[config.mk]
export PLATFORM = sky130hd
export DESIGN_NAME = salru_update
export DESIGN_NICKNAME = d
export VERILOG_FILES = /design/src/rtl/core/set_assoc_cache_lru_lookup_defines.svh /design/src/rtl/core/salru_pkg.sv /design/src/rtl/core/salru_update.sv
export SDC_FILE = /design/constraint.sdc
export NUM_CORES = 1
export LEC_CHECK = 0
export ABC_AREA = 1
export ABC_CLOCK_PERIOD_IN_PS = 5600
export BUFFER_PORTS_ARGS = -buffer_cell sky130_fd_sc_hd__clkbuf_2
export CORE_AREA = 4 4 119 121
export DETAILED_ROUTE_END_ITERATION = 10
export DIE_AREA = 0 0 123 125
export MAX_ROUTING_LAYER = met4
export PLACE_DENSITY = 0.73
export SYNTH_ARGS = -nofsm -noshare
export SYNTH_HDL_FRONTEND = slang
export SYNTH_SLANG_ARGS = --single-unit
[constraint.sdc]
create_clock -name vclk -period 5.6
set_input_delay 1.12 -clock vclk [all_inputs]
set_output_delay 1.12 -clock vclk [all_outputs]
set_load 0.005 [all_outputs]
[src/rtl/core/set_assoc_cache_lru_lookup_defines.svh]
// Assertion macros for the set-associative cache lookup block.
// Included by the top level; has no dependencies of its own.
`ifndef SET_ASSOC_CACHE_LRU_LOOKUP_DEFINES_SVH
`define SET_ASSOC_CACHE_LRU_LOOKUP_DEFINES_SVH
`ifndef SYNTH
// Checks a property that is not looked at while reset is high.
`define SALRU_ASSERT(lbl, prop) \
  lbl: assert property (@(posedge clk) disable iff (rst) prop) \
    else $error("cache lookup check failed");
// Checks a property that must also hold across reset.
`define SALRU_ASSERT_RST(lbl, prop) \
  lbl: assert property (@(posedge clk) prop) \
    else $error("cache lookup reset check failed");
`else
`define SALRU_ASSERT(lbl, prop)
`define SALRU_ASSERT_RST(lbl, prop)
`endif
`endif

[src/rtl/core/salru_pkg.sv]
// Shared types and access-kind codes for the set-associative cache lookup.
// No dependencies; used by salru_store, salru_update and the top level.
package salru_pkg;

  // Access kinds carried with each request beat.
  localparam logic [1:0] KIND_IREAD  = 2'd0;
  localparam logic [1:0] KIND_DREAD  = 2'd1;
  localparam logic [1:0] KIND_DWRITE = 2'd2;

  // Read and write strobes for the set store.
  typedef struct packed {
    logic rd_en;
    logic wr_en;
  } store_ctl_t;

  // Outcome of one lookup, used to advance the counters.
  typedef struct packed {
    logic hit;
    logic instr_miss;
    logic data_miss;
    logic write_miss;
  } lookup_stat_t;

endpackage

[src/rtl/core/salru_update.sv]
// Tag compare, victim choice and recency update for one set row.
// Depends on salru_pkg; purely combinational.
module salru_update #(
  parameter int WAYS      = 4,
  parameter int TAG_BITS  = 21,
  parameter int RANK_BITS = 2,
  parameter int ROW_BITS  = 96
) (
  input  logic [ROW_BITS-1:0]    row_in,
  input  logic [TAG_BITS-1:0]    tag,
  input  logic [1:0]             kind,
  output logic [ROW_BITS-1:0]    row_out,
  output logic [ROW_BITS-1:0]    init_row,
  output logic [RANK_BITS-1:0]   way_sel,
  output salru_pkg::lookup_stat_t stat
);

  logic [WAYS-1:0]                valid;
  logic [WAYS-1:0][RANK_BITS-1:0] rank;
  logic [WAYS-1:0][TAG_BITS-1:0]  tags;
  logic [WAYS-1:0]                valid_n;
  logic [WAYS-1:0][RANK_BITS-1:0] rank_n;
  logic [WAYS-1:0][TAG_BITS-1:0]  tags_n;
  logic [WAYS-1:0][RANK_BITS-1:0] rank_init;
  logic [WAYS-1:0]                match;
  logic                           hit;
  logic [RANK_BITS-1:0]           hit_way;
  logic [RANK_BITS-1:0]           free_way;
  logic [RANK_BITS-1:0]           lru_way;
  logic [RANK_BITS-1:0]           used_rank;

  assign {tags, rank, valid} = row_in;

  // Compare all ways at once and find the lowest matching, free and oldest ways.
  always_comb begin
    hit_way  = '0;
    free_way = '0;
    lru_way  = '0;
    for (int w = WAYS - 1; w >= 0; w--) begin
      match[w] = valid[w] && (tags[w] == tag);
      if (match[w]) begin
        hit_way = RANK_BITS'(w);
      end
      if (!valid[w]) begin
        free_way = RANK_BITS'(w);
      end
      if (rank[w] == RANK_BITS'(WAYS - 1)) begin
        lru_way = RANK_BITS'(w);
      end
    end
  end

  assign hit = |match;

  always_comb begin
    if (hit) begin
      way_sel = hit_way;
    end else if (!(&valid)) begin
      way_sel = free_way;
    end else begin
      way_sel = lru_way;
    end
  end

  assign used_rank = rank[way_sel];

  // The used way becomes most recent; younger ways age by one.
  always_comb begin
    for (int w = 0; w < WAYS; w++) begin
      valid_n[w] = valid[w];
      tags_n[w]  = tags[w];
      if (RANK_BITS'(w) == way_sel) begin
        rank_n[w] = '0;
        if (!hit) begin
          valid_n[w] = 1'b1;
          tags_n[w]  = tag;
        end
      end else if (rank[w] < used_rank) begin
        rank_n[w] = rank[w] + RANK_BITS'(1);
      end else begin
        rank_n[w] = rank[w];
      end
    end
  end

  assign row_out = {tags_n, rank_n, valid_n};

  // Row contents after reset: nothing valid, ranks in way order.
  always_comb begin
    for (int w = 0; w < WAYS; w++) begin
      rank_init[w] = RANK_BITS'(w);
    end
  end

  assign init_row = {{(WAYS * TAG_BITS){1'b0}}, rank_init, {WAYS{1'b0}}};

  // Counter increments for this access.
  always_comb begin
    stat            = '0;
    stat.hit        = hit;
    case (kind)
      salru_pkg::KIND_IREAD:  stat.instr_miss = !hit;
      salru_pkg::KIND_DREAD:  stat.data_miss  = !hit;
      salru_pkg::KIND_DWRITE: stat.write_miss = !hit;
      default:                stat.hit        = hit;
    endcase
  end

endmodule

======== Word level (Yosys, flattened, before mapping) ========
Cells that the tools add are included.
cells by class
  equality and inequality tests ........... 13
  shifts and indexed selects .............. 0
  reduce and logical (&&, ||, !) cells .... 9
  magnitude comparators ................... 5
  bitwise gates (word level) .............. 0
  muxes and demuxes ....................... 43
  $mul .................................... 0
  div/mod/pow operators ................... 0
  add/sub/neg operators ................... 4
operators with widths
  cell                                                count
  2-to-1 mux 21 bit                                   8
  == test 21 bit                                      4
  2-to-1 mux 2 bit                                    23
  2-to-1 mux 1 bit                                    11
  == test 2 bit, second input constant                5
  adder 2 x 1 -> 2 bit, second input constant         4
  < comparator 2 bit                                  4
  binary-select mux 2 bit (select 2 bit)              1
  == test 2 bit, first input constant                 2
  logical AND 1 bit                                   4
  zero test 2 bit                                     2
  AND reduction 4 bit                                 1
  OR reduction 4 bit                                  1
  < comparator 2 x 3 -> 1 bit, second input constant  1
  == test 1 x 2 -> 1 bit, first input constant        1
  == test 2 x 1 -> 1 bit, second input constant       1
  zero test 1 bit                                     1
storage, ports and cells
  output and inout port bits .............. 198
  bits in latches ......................... 0
  memories ................................ 0
  register bits after elaboration ......... 0
  memory bits (writable) .................. 0
  ROM bits ................................ 0

======== Logic depth before layout (Yosys ltp) ========
Gate-level depths: netlist (run 1).
  depth after elaboration ................. 12
  depth in mapped cells ................... 22
  depth with buffers taken out ............ 22

======== Worst setup path after synthesis (run 1) ========
No wires, ideal clock.
  path kind ............................... input -> output
  start point ............................. input tag[2]
  end point ............................... output row_out[5]
  slack ................................... 1.128 ns
  stages .................................. 22
  path buffers ............................ 1
  arrival time ............................ 3.352 ns
  cells stage by stage .................... buf_4 -> inv_2 -> nand2_1 -> nand2_1 -> nor2_1 -> nand2_1 -> nor2_1 -> nand3_2 -> nand2_4 -> nor2_4 -> nand2_4 -> nand2_4 -> inv_1 -> nand2_1 -> o22ai_1 -> a221oi_1 -> ha_1 -> nand2_1 -> nand2_1 -> nand2_1 -> nand2_1 -> nor2_1
on the way
  cells in the longest elaborated chain, start to end .. 12
  elaborated cells on any way between the ends .. 20
  classes of those cells .................. order compare (1); eq/ne (4); mux (9); reduce/logical (6)
RTL lines
  element                                 RTL line            RTL
  from (decl)                             salru_update.sv:10  input logic [TAG_BITS-1:0] tag,
  == test 21 bit                          salru_update.sv:40  match[w] = valid[w] && (tags[w] == tag);
  logical AND 1 bit                       salru_update.sv:40
  2-to-1 mux 2 bit (4 in a row)           salru_update.sv:41  if (match[w]) begin
  2-to-1 mux 2 bit *                      salru_update.sv:56  if (hit) begin
  net way_sel[0]                          salru_update.sv:14  output logic [RANK_BITS-1:0] way_sel,
  binary-select mux 2 bit (select 2 bit)  salru_update.sv:65  assign used_rank = rank[way_sel];
  2-to-1 mux 2 bit (not written as such)  salru_update.sv:65
  < comparator 2 bit                      salru_update.sv:78  end else if (rank[w] < used_rank) begin
  2-to-1 mux 2 bit                        salru_update.sv:78
  2-to-1 mux 2 bit *                      salru_update.sv:72  if (RANK_BITS'(w) == way_sel) begin
  to (decl)                               salru_update.sv:12  output logic [ROW_BITS-1:0] row_out,
Mark *: on every way through the listed nets, which the timed path passes. The rest lies on a longest branch. The select of a mux whose other input is x is not followed.

======== Final worst setup path (run 1) ========
  start point ............................. input tag[0]
  end point ............................... output row_out[5]
on the way
  cells in the longest elaborated chain, start to end .. 12
  elaborated cells on any way between the ends .. 20
  classes of those cells .................. order compare (1); eq/ne (4); mux (9); reduce/logical (6)
RTL lines
  element                                 RTL line
  == test 21 bit                          salru_update.sv:40
  logical AND 1 bit                       salru_update.sv:40
  2-to-1 mux 2 bit (4 in a row)           salru_update.sv:41
  2-to-1 mux 2 bit *                      salru_update.sv:56
  binary-select mux 2 bit (select 2 bit)  salru_update.sv:65
  2-to-1 mux 2 bit (not written as such)  salru_update.sv:65
  < comparator 2 bit                      salru_update.sv:78
  2-to-1 mux 2 bit                        salru_update.sv:78
  2-to-1 mux 2 bit *                      salru_update.sv:72
Mark *: on every way between the ends. The rest lies on a longest branch, timed or not. The select of a mux whose other input is x is not followed.

==> results of run 1 <==
[layer usage]
metal	up-vias	wire, um	track usage
li1	3005	-	-
met1	2864	9160	0.353
met2	373	10900	0.475
met3	46	2010	0.0167
met4	0	550	0.0567
met5	-	0	-
[placed cells by master (no fill, tap or decap)]
| cell type | n |
|---|---|
| nor3_1 | 5 |
| ha_1 | 8 |
| o21ai_1 | 2 |
| clkbuf_2 | 221 |
| nand2_4 | 3 |
| xnor2_1 | 1 |
| nand3_1 | 15 |
| nand3b_1 | 1 |
| a21oi_2 | 1 |
| nand2_1 | 360 |
| o22ai_1 | 82 |
| o31ai_1 | 1 |
| inv_1 | 114 |
| a21oi_1 | 2 |
| nor2_2 | 4 |
| o21bai_1 | 1 |
| nand2_2 | 7 |
| buf_4 | 8 |
| nor4_1 | 1 |
| nor2_1 | 105 |
| or2_2 | 1 |
| inv_2 | 23 |
| conb_1 | 96 |
| o21ai_0 | 10 |
| a221oi_1 | 1 |
| nand3_2 | 3 |
| nor3b_1 | 1 |
| nor2_4 | 1 |
| buf_12 | 2 |
| nand4_1 | 17 |
[critical path, stage by stage]
cell and delay [ns]:
clkbuf_2 0.15, inv_2 0.11, nand2_1 0.10, nand3_1 0.09, nor2_1 0.08, nor3b_1 0.30, nand3_1 0.13, nand2_1 0.11
nand2_1 0.15, nand2_4 0.14, inv_1 0.06, nand2_1 0.07, o22ai_1 0.07, a221oi_1 0.50, ha_1 0.36, nand2_1 0.07
nand2_1 0.07, nand2_1 0.07, nand2_1 0.04, nor2_1 0.12, clkbuf_2 0.12
[report_power, final]
group / switching (W) / internal (W)
Sequential: 0 / 0
Combinational: 0.000314 / 0.000175
Clock: 0 / 0
Total: 0.000314 / 0.000175
[per-stage QoR]
stage / util / setup slack [ns] / instance area, um^2 / power, W / std cells
CTS: 0.393 / 0.529 / 5150 / 0.000482 / 1273
finish: 0.393 / 0.467 / 5150 / 0.000489 / 1273
global placement: 0.393 / 0.529 / 5150 / 0.000480 / 1273
detailed placement: 0.393 / 0.539 / 5150 / 0.000480 / 1273
global route: 0.393 / 0.184 / 5150 / 0.000538 / 1273
floorplan: - / 1.13 / 4550 / 0.000304 / 982
[area by class of cell]
type | instances | area (um^2) | area share
Inverter | 137 | 514 | 0.0999
Multi-Input combinational cell | 729 | 3210 | 0.623
Tap cell | 176 | 220 | 0.0428
Timing Repair Buffer | 231 | 1210 | 0.234
[worst paths after layout]
kind,from,to,depth (start not counted)
setup / recovery,tag[0],row_out[5],21
hold / removal,kind[1],stat[2],3
[kinds of logic after synthesis]
| group | count (synthesis) |
|---|---|
| and+or+nand+nor | 524 |
| buffers and inverters | 253 |
| AOI/OAI and AO/OA | 100 |
| adders and majority gates | 8 |
| other | 2 |
| xor gates and xnor gates | 1 |
==> out/metrics.yaml, run 1 <==
p_leak_nw: 3.56
synth.avg_cell_area_um2: 4.72
dieHeight_um: 125
timing.hold.ws_ns: 2.48
flops_and_latches: 0
synth-simple-area-share: 0.506
period_minus_slack_ns: 5.13
rows: 42
antennaDiodeCount: 0
crit_required_ns: 4.48
synth_cell_types: 30
timing.final.crit_share: 0.917
end_kind: "output pin"
yosys-mux-area-fraction: 0
crit_path_start_kind: "primary input"
clock_buffers: 0
grt_pass1_wl_um: 31900
io_pins: 317
synth_top_family_by_area: "simple AND/OR/NAND/NOR gates"
synth-xor-area-share: 0.00209
initial_core_util: 0.320
dieArea_mm2: 0.0154
drive_above_1_share: 0.250
core_mm2: 0.0131
synthesis.area_mm2: 0.00419
synth_most_common_cell: "nand2_1"
peakVddDrop_mv: 0.0423
synthTopCellsByArea: "nand2_1, buf_4, o22ai_1"
drv_cap: 0
rsz0062_at_grt: "no"
grt_pass1_vias: 5815
routed_wl_um: 22600
status: "finished clean"
fmax_mhz: 195
nets: 1226
setup_viol: 0
tns_ns: 0
powerDensity_mw_per_mm2: 95.0
synthAdderAreaFrac: 0.0239
final_hold_viol_count: 0
maxSlewHeadroom: 0.355
synth_top_area_share: 0.322
drtPass1Iterations: 5
die_x_um: 123
fillerInstances: 1613
area_delta_synth_final_pct: 22.8
ys_warn_count: 0
hold_class: "primary input to output pin"
antenna_found_initial: 0
gp_congestion: 1.00
wl_per_cell_um: 17.8
hpwl_um: 19300
grt_use_total: 0.275
synthTopCellsByCount: "nand2_1, inv_1, nor2_1"
slew_viol_final: 0
grt_max_degree: 26
drc: 0
syn_inst: 888
yosysTopAreaCell: "nand2_1"
tightest_slew_ns: 0.966
path_max_fanout: 7
critPathKind: "primary input to output pin"
synth_compound_area_frac: 0.147
ant_nets: 0
postCtsHoldBufs: 0
initialDrtViolationCount: 432
post-cts-setup-buffers: 0
final-seq-area_um2: 0
post_drt_via_cell_ratio: 4.94
cts_resized: 0
ys_seq_area_frac: 0
crit_arrival_ns: 4.01
num_vias: 6288
grt-ovfl-total: 0
io_buffers: 221
(Power assumes the default switching activity.)
==> run 2: changes to the inputs <==
==> constraint.sdc (replaced) <==
create_clock -name vclk -period 5.6
set_input_delay 0.56 -clock vclk [all_inputs]
set_output_delay 0.56 -clock vclk [all_outputs]
set_load 0.005 [all_outputs]
==> run 2 against run 1 <==
- core utilization fell by 0.25 points
- critical path depth rose by 2
- global-route usage fell by 0.21 points
- worst setup slack improved by 0.94 ns
- routed wire length fell by 2.3%
- fmax rose by 22%
- power fell by 1.4%
- design area fell by 0.63%
- cell count barely moved
==> out/metrics.yaml, run 2 (synthesis gave the netlist of run 1 again) <==
drive_above_1_share: 0.249
io_buffers: 221
pwr-share-comb: 1.000
hpwl_um: 19100
rsz0062_at_grt: "no"
peakVddDrop_mv: 0.0463
io_pins: 317
crit_arrival_ns: 3.64
highest_layer: "met4"
flops_and_latches: 0
wl_per_cell_um: 17.4
final-seq-area_um2: 0
sequentialPowerShare: 0
status: "finished clean"
drv_cap: 0
post-cts-setup-buffers: 0
post_drt_via_cell_ratio: 4.87
postCtsHoldBufs: 0
tns_ns: 0
fin_util: 0.391
timing.final.crit_share: 0.750
setup_viol: 0
grt_use_total: 0.273
grt_pass1_wl_um: 31900
wl_met1_um: 9010
grt_pass1_vias: 5822
fin_area_mm2: 0.00512
hold_class: "primary input to output pin"
cts_resized: 0
routed_wl_um: 22100
tightest_slew_ns: 1.17
crit_path_start_kind: "primary input"
initialDrtViolationCount: 574
antennaDiodeCount: 0
power.share.clock: 0
gp_congestion: 1.08
core_mm2: 0.0131
multi_input_area_mm2: 0.00321
die_x_um: 123
critPathKind: "primary input to output pin"
antenna_found_initial: 0
initial_core_util: 0.320
layout_commonest_cell: "nand2_1"
setup_slack_ns: 1.40
area_delta_synth_final_pct: 22.0
clock_buffers: 0
drtPass1Iterations: 5
power.net_switching_w: 0.000311
nets: 1225
powerDensity_mw_per_mm2: 94.3
dieHeight_um: 125
p_total_w: 0.000482
fillerInstances: 1588
wl_met3_um: 2120
period_minus_slack_ns: 4.20
crit_required_ns: 5.04
drc: 0
dieArea_mm2: 0.0154
mostFrequentLayoutCells: "nand2_1, clkbuf_2, inv_1, nor2_1, conb_1"
post_dp_cell_area_mm2: 0.00512
rows: 42
ant_nets: 0
wl_met2_um: 10500
end_kind: "output pin"
path_max_fanout: 15
final_hold_viol_count: 0
internal-power_w: 0.000172
post-place-ws_ns: 1.42
p_leak_nw: 3.54
num_vias: 6193
grt-ovfl-total: 0
grt_max_degree: 26
maxSlewHeadroom: 0.219
fmax_mhz: 238
slew_viol_final: 0
p_sw_frac: 0.644
## run 2: changes by cell type in the layout (fill, tap and decap cells not counted)
cell / delta
buf_12: -2
buf_4: +1
## run 2: power by group through the flow
stage / sequential [W] / clock [W] / combinational (W)
finish: 0 / 0 / 0.000482
detailed placement: 0 / 0 / 0.000473
floorplan: 0 / 0 / 0.000304
global placement: 0 / 0 / 0.000474
CTS: 0 / 0 / 0.000475
global route: 0 / 0 / 0.000533
## run 2: routing by layer
layer,global-route usage,vias up
met3,0.0194,39
li1,-,3005
met4,0.0580,0
met2,0.462,407
met5,-,-
met1,0.356,2742
## run 2: per-stage QoR
stage,hold WS [ns],std cells
after floorplan,1.15,982
after global routing,1.39,1272
final,1.36,1272
after CTS,1.36,1272
after detailed placement,1.36,1272
after global placement,1.37,1272
## run 2: worst paths after layout
path,from,end,slack (ns),cells past startpoint
worst max-delay path,row_in[50],row_out[6],1.40,23
worst min-delay path,kind[1],stat[2],1.36,3
## run 2: area by class of cell
type	instances	area share
Timing Repair Buffer	230	0.229
Multi-Input combinational cell	729	0.627
Tap cell	176	0.0430
Inverter	137	0.101
## run 2: worst max-delay path, stage by stage
cell	delay (ns)
clkbuf_2	0.08
inv_1	0.24
nand2_1	0.11
nand2_1	0.12
nor2_1	0.05
nand2_1	0.05
nor2_1	0.04
nand3_2	0.10
nand2_4	0.07
nor2_4	0.40
nand2_4	0.13
nand2_4	0.11
inv_1	0.06
nand2_1	0.07
o22ai_1	0.06
a221oi_1	0.53
ha_1	0.35
nand2_1	0.08
nand2_2	0.07
nand2_1	0.06
nand2_1	0.04
nor2_1	0.13
clkbuf_2	0.12
==> run 3: changes to the inputs <==
--- a/config.mk
+++ b/config.mk
@@ -6,11 +6,11 @@
 export NUM_CORES = 1
 export LEC_CHECK = 0
 export ABC_AREA = 1
-export ABC_CLOCK_PERIOD_IN_PS = 5600
+export ABC_CLOCK_PERIOD_IN_PS = 3750
 export BUFFER_PORTS_ARGS = -buffer_cell sky130_fd_sc_hd__clkbuf_2
-export CORE_AREA = 4 4 119 121
+export CORE_AREA = 4 4 122 124
 export DETAILED_ROUTE_END_ITERATION = 10
-export DIE_AREA = 0 0 123 125
+export DIE_AREA = 0 0 126 128
 export MAX_ROUTING_LAYER = met4
 export PLACE_DENSITY = 0.73
 export SYNTH_ARGS = -nofsm -noshare
==> constraint.sdc (replaced) <==
create_clock -name vclk -period 3.75
set_input_delay 0.375 -clock vclk [all_inputs]
set_output_delay 0.375 -clock vclk [all_outputs]
set_load 0.005 [all_outputs]
==> run 3 against run 2 <==
- global-route usage is 0.65 points lower
- sequential share of layout area stayed put
- worst setup slack worse by 1.2 ns
- hold slack worse by 0.37 ns
- highest routed layer unchanged
==> out/metrics.yaml, run 3 (synthesis gave the netlist of run 1 again) <==
core_mm2: 0.0138
drc: 0
grt_use_total: 0.267
clock_buffers: 0
dp_cells: 1280
nets: 1230
routed_wl_um: 22900
drive_above_1_share: 0.253
path_max_fanout: 6
tightest_slew_ns: 0.664
io_buffers: 221
antenna_found_initial: 0
p_total_w: 0.000732
postCtsHoldBufs: 0
grt_pass1_wl_um: 32900
grt_max_degree: 26
wl_per_cell_um: 17.9
fillerInstances: 1689
setup_viol: 0
ant_nets: 0
crit_path_start_kind: "primary input"
final-seq-area_um2: 0
fmax_mhz: 286
critPathKind: "primary input to output pin"
p_leak_nw: 3.57
tns_ns: 0
powerDensity_mw_per_mm2: 142
layout_commonest_cell: "nand2_1"
io_pins: 317
dieHeight_um: 128
drv_cap: 0
drtPass1Iterations: 5
area_delta_synth_final_pct: 23.2
rsz0062_at_grt: "no"
fin_util: 0.375
fin_cells: 1281
mostFrequentLayoutCells: "nand2_1, clkbuf_2, inv_1, nor2_1, conb_1"
timing.final.crit_share: 0.933
crit_arrival_ns: 3.12
status: "finished clean"
grt-ovfl-total: 0
hpwl_um: 19700
slew_viol_final: 0
flops_and_latches: 0
initialDrtViolationCount: 405
antennaDiodeCount: 0
num_vias: 6196
hold_class: "primary input to output pin"
initial_core_util: 0.304
crit_required_ns: 3.38
final_hold_viol_count: 0
die_x_um: 126
period_minus_slack_ns: 3.50
end_kind: "output pin"
post-place-ws_ns: 0.0169
post_drt_via_cell_ratio: 4.84
maxSlewHeadroom: 0.557
setup_slack_ns: 0.251
peakVddDrop_mv: 0.0664
dieArea_mm2: 0.0161
rows: 43
grt_pass1_vias: 5890
gp_congestion: 0.980
-- run 3: power by group --
group          total (W)  internal [W]  switching (W)
Combinational   0.000732      0.000263       0.000469
Sequential             0             0              0
Clock                  0             0              0
Total           0.000732      0.000263       0.000469
-- run 3: final timing paths --
kind	from	endpoint	slack [ns]	depth (start not counted)
worst min-delay path	kind[1]	stat[2]	0.99	3
worst max-delay path	tag[15]	row_out[5]	0.25	25
-- run 3: final cells by class --
type | count | area, um^2 | area share
inverters | 137 | 514 | 0.0996
multi-input cells | 729 | 3210 | 0.622
well taps | 180 | 225 | 0.0436
repair buffers | 235 | 1210 | 0.234
-- run 3: metrics by stage --
step	hold WS, ns	instance area [um^2]
after floorplan	0.781	4550
after global placement	0.990	5150
after detailed placement	0.992	5150
after CTS	0.993	5150
after global routing	1.02	5160
final	0.991	5160
-- run 3: timing repair --
| action | CTS | global route |
|---|---|---|
| resized for setup | 0 | 1 |
| buffers inserted | 0 | 1 |
| setup endpoints to repair | 0 | 8 |
-- run 3: critical path, cell delays in order --
cell,delay [ns]
clkbuf_2,0.17
inv_2,0.08
nand2_1,0.13
nand2_1,0.13
nor2_1,0.12
nand2_1,0.06
nor2_1,0.21
nand2_1,0.08
nor2_1,0.10
nand2_1,0.07
nand2_1,0.06
nand2_1,0.13
nand2_4,0.14
inv_1,0.06
nand2_1,0.08
o22ai_1,0.08
a221oi_2,0.17
buf_4,0.17
ha_1,0.23
nand2_1,0.07
nand2_1,0.07
nand2_1,0.06
nand2_1,0.04
nor2_1,0.10
clkbuf_2,0.12
-- run 3: routing by layer --
layer	up-vias	routed length [um]	global-route usage
met5	-	0	-
met4	0	459	0.0555
met3	43	1680	0.0279
met2	340	10800	0.455
met1	2803	9950	0.343
li1	3010	-	-
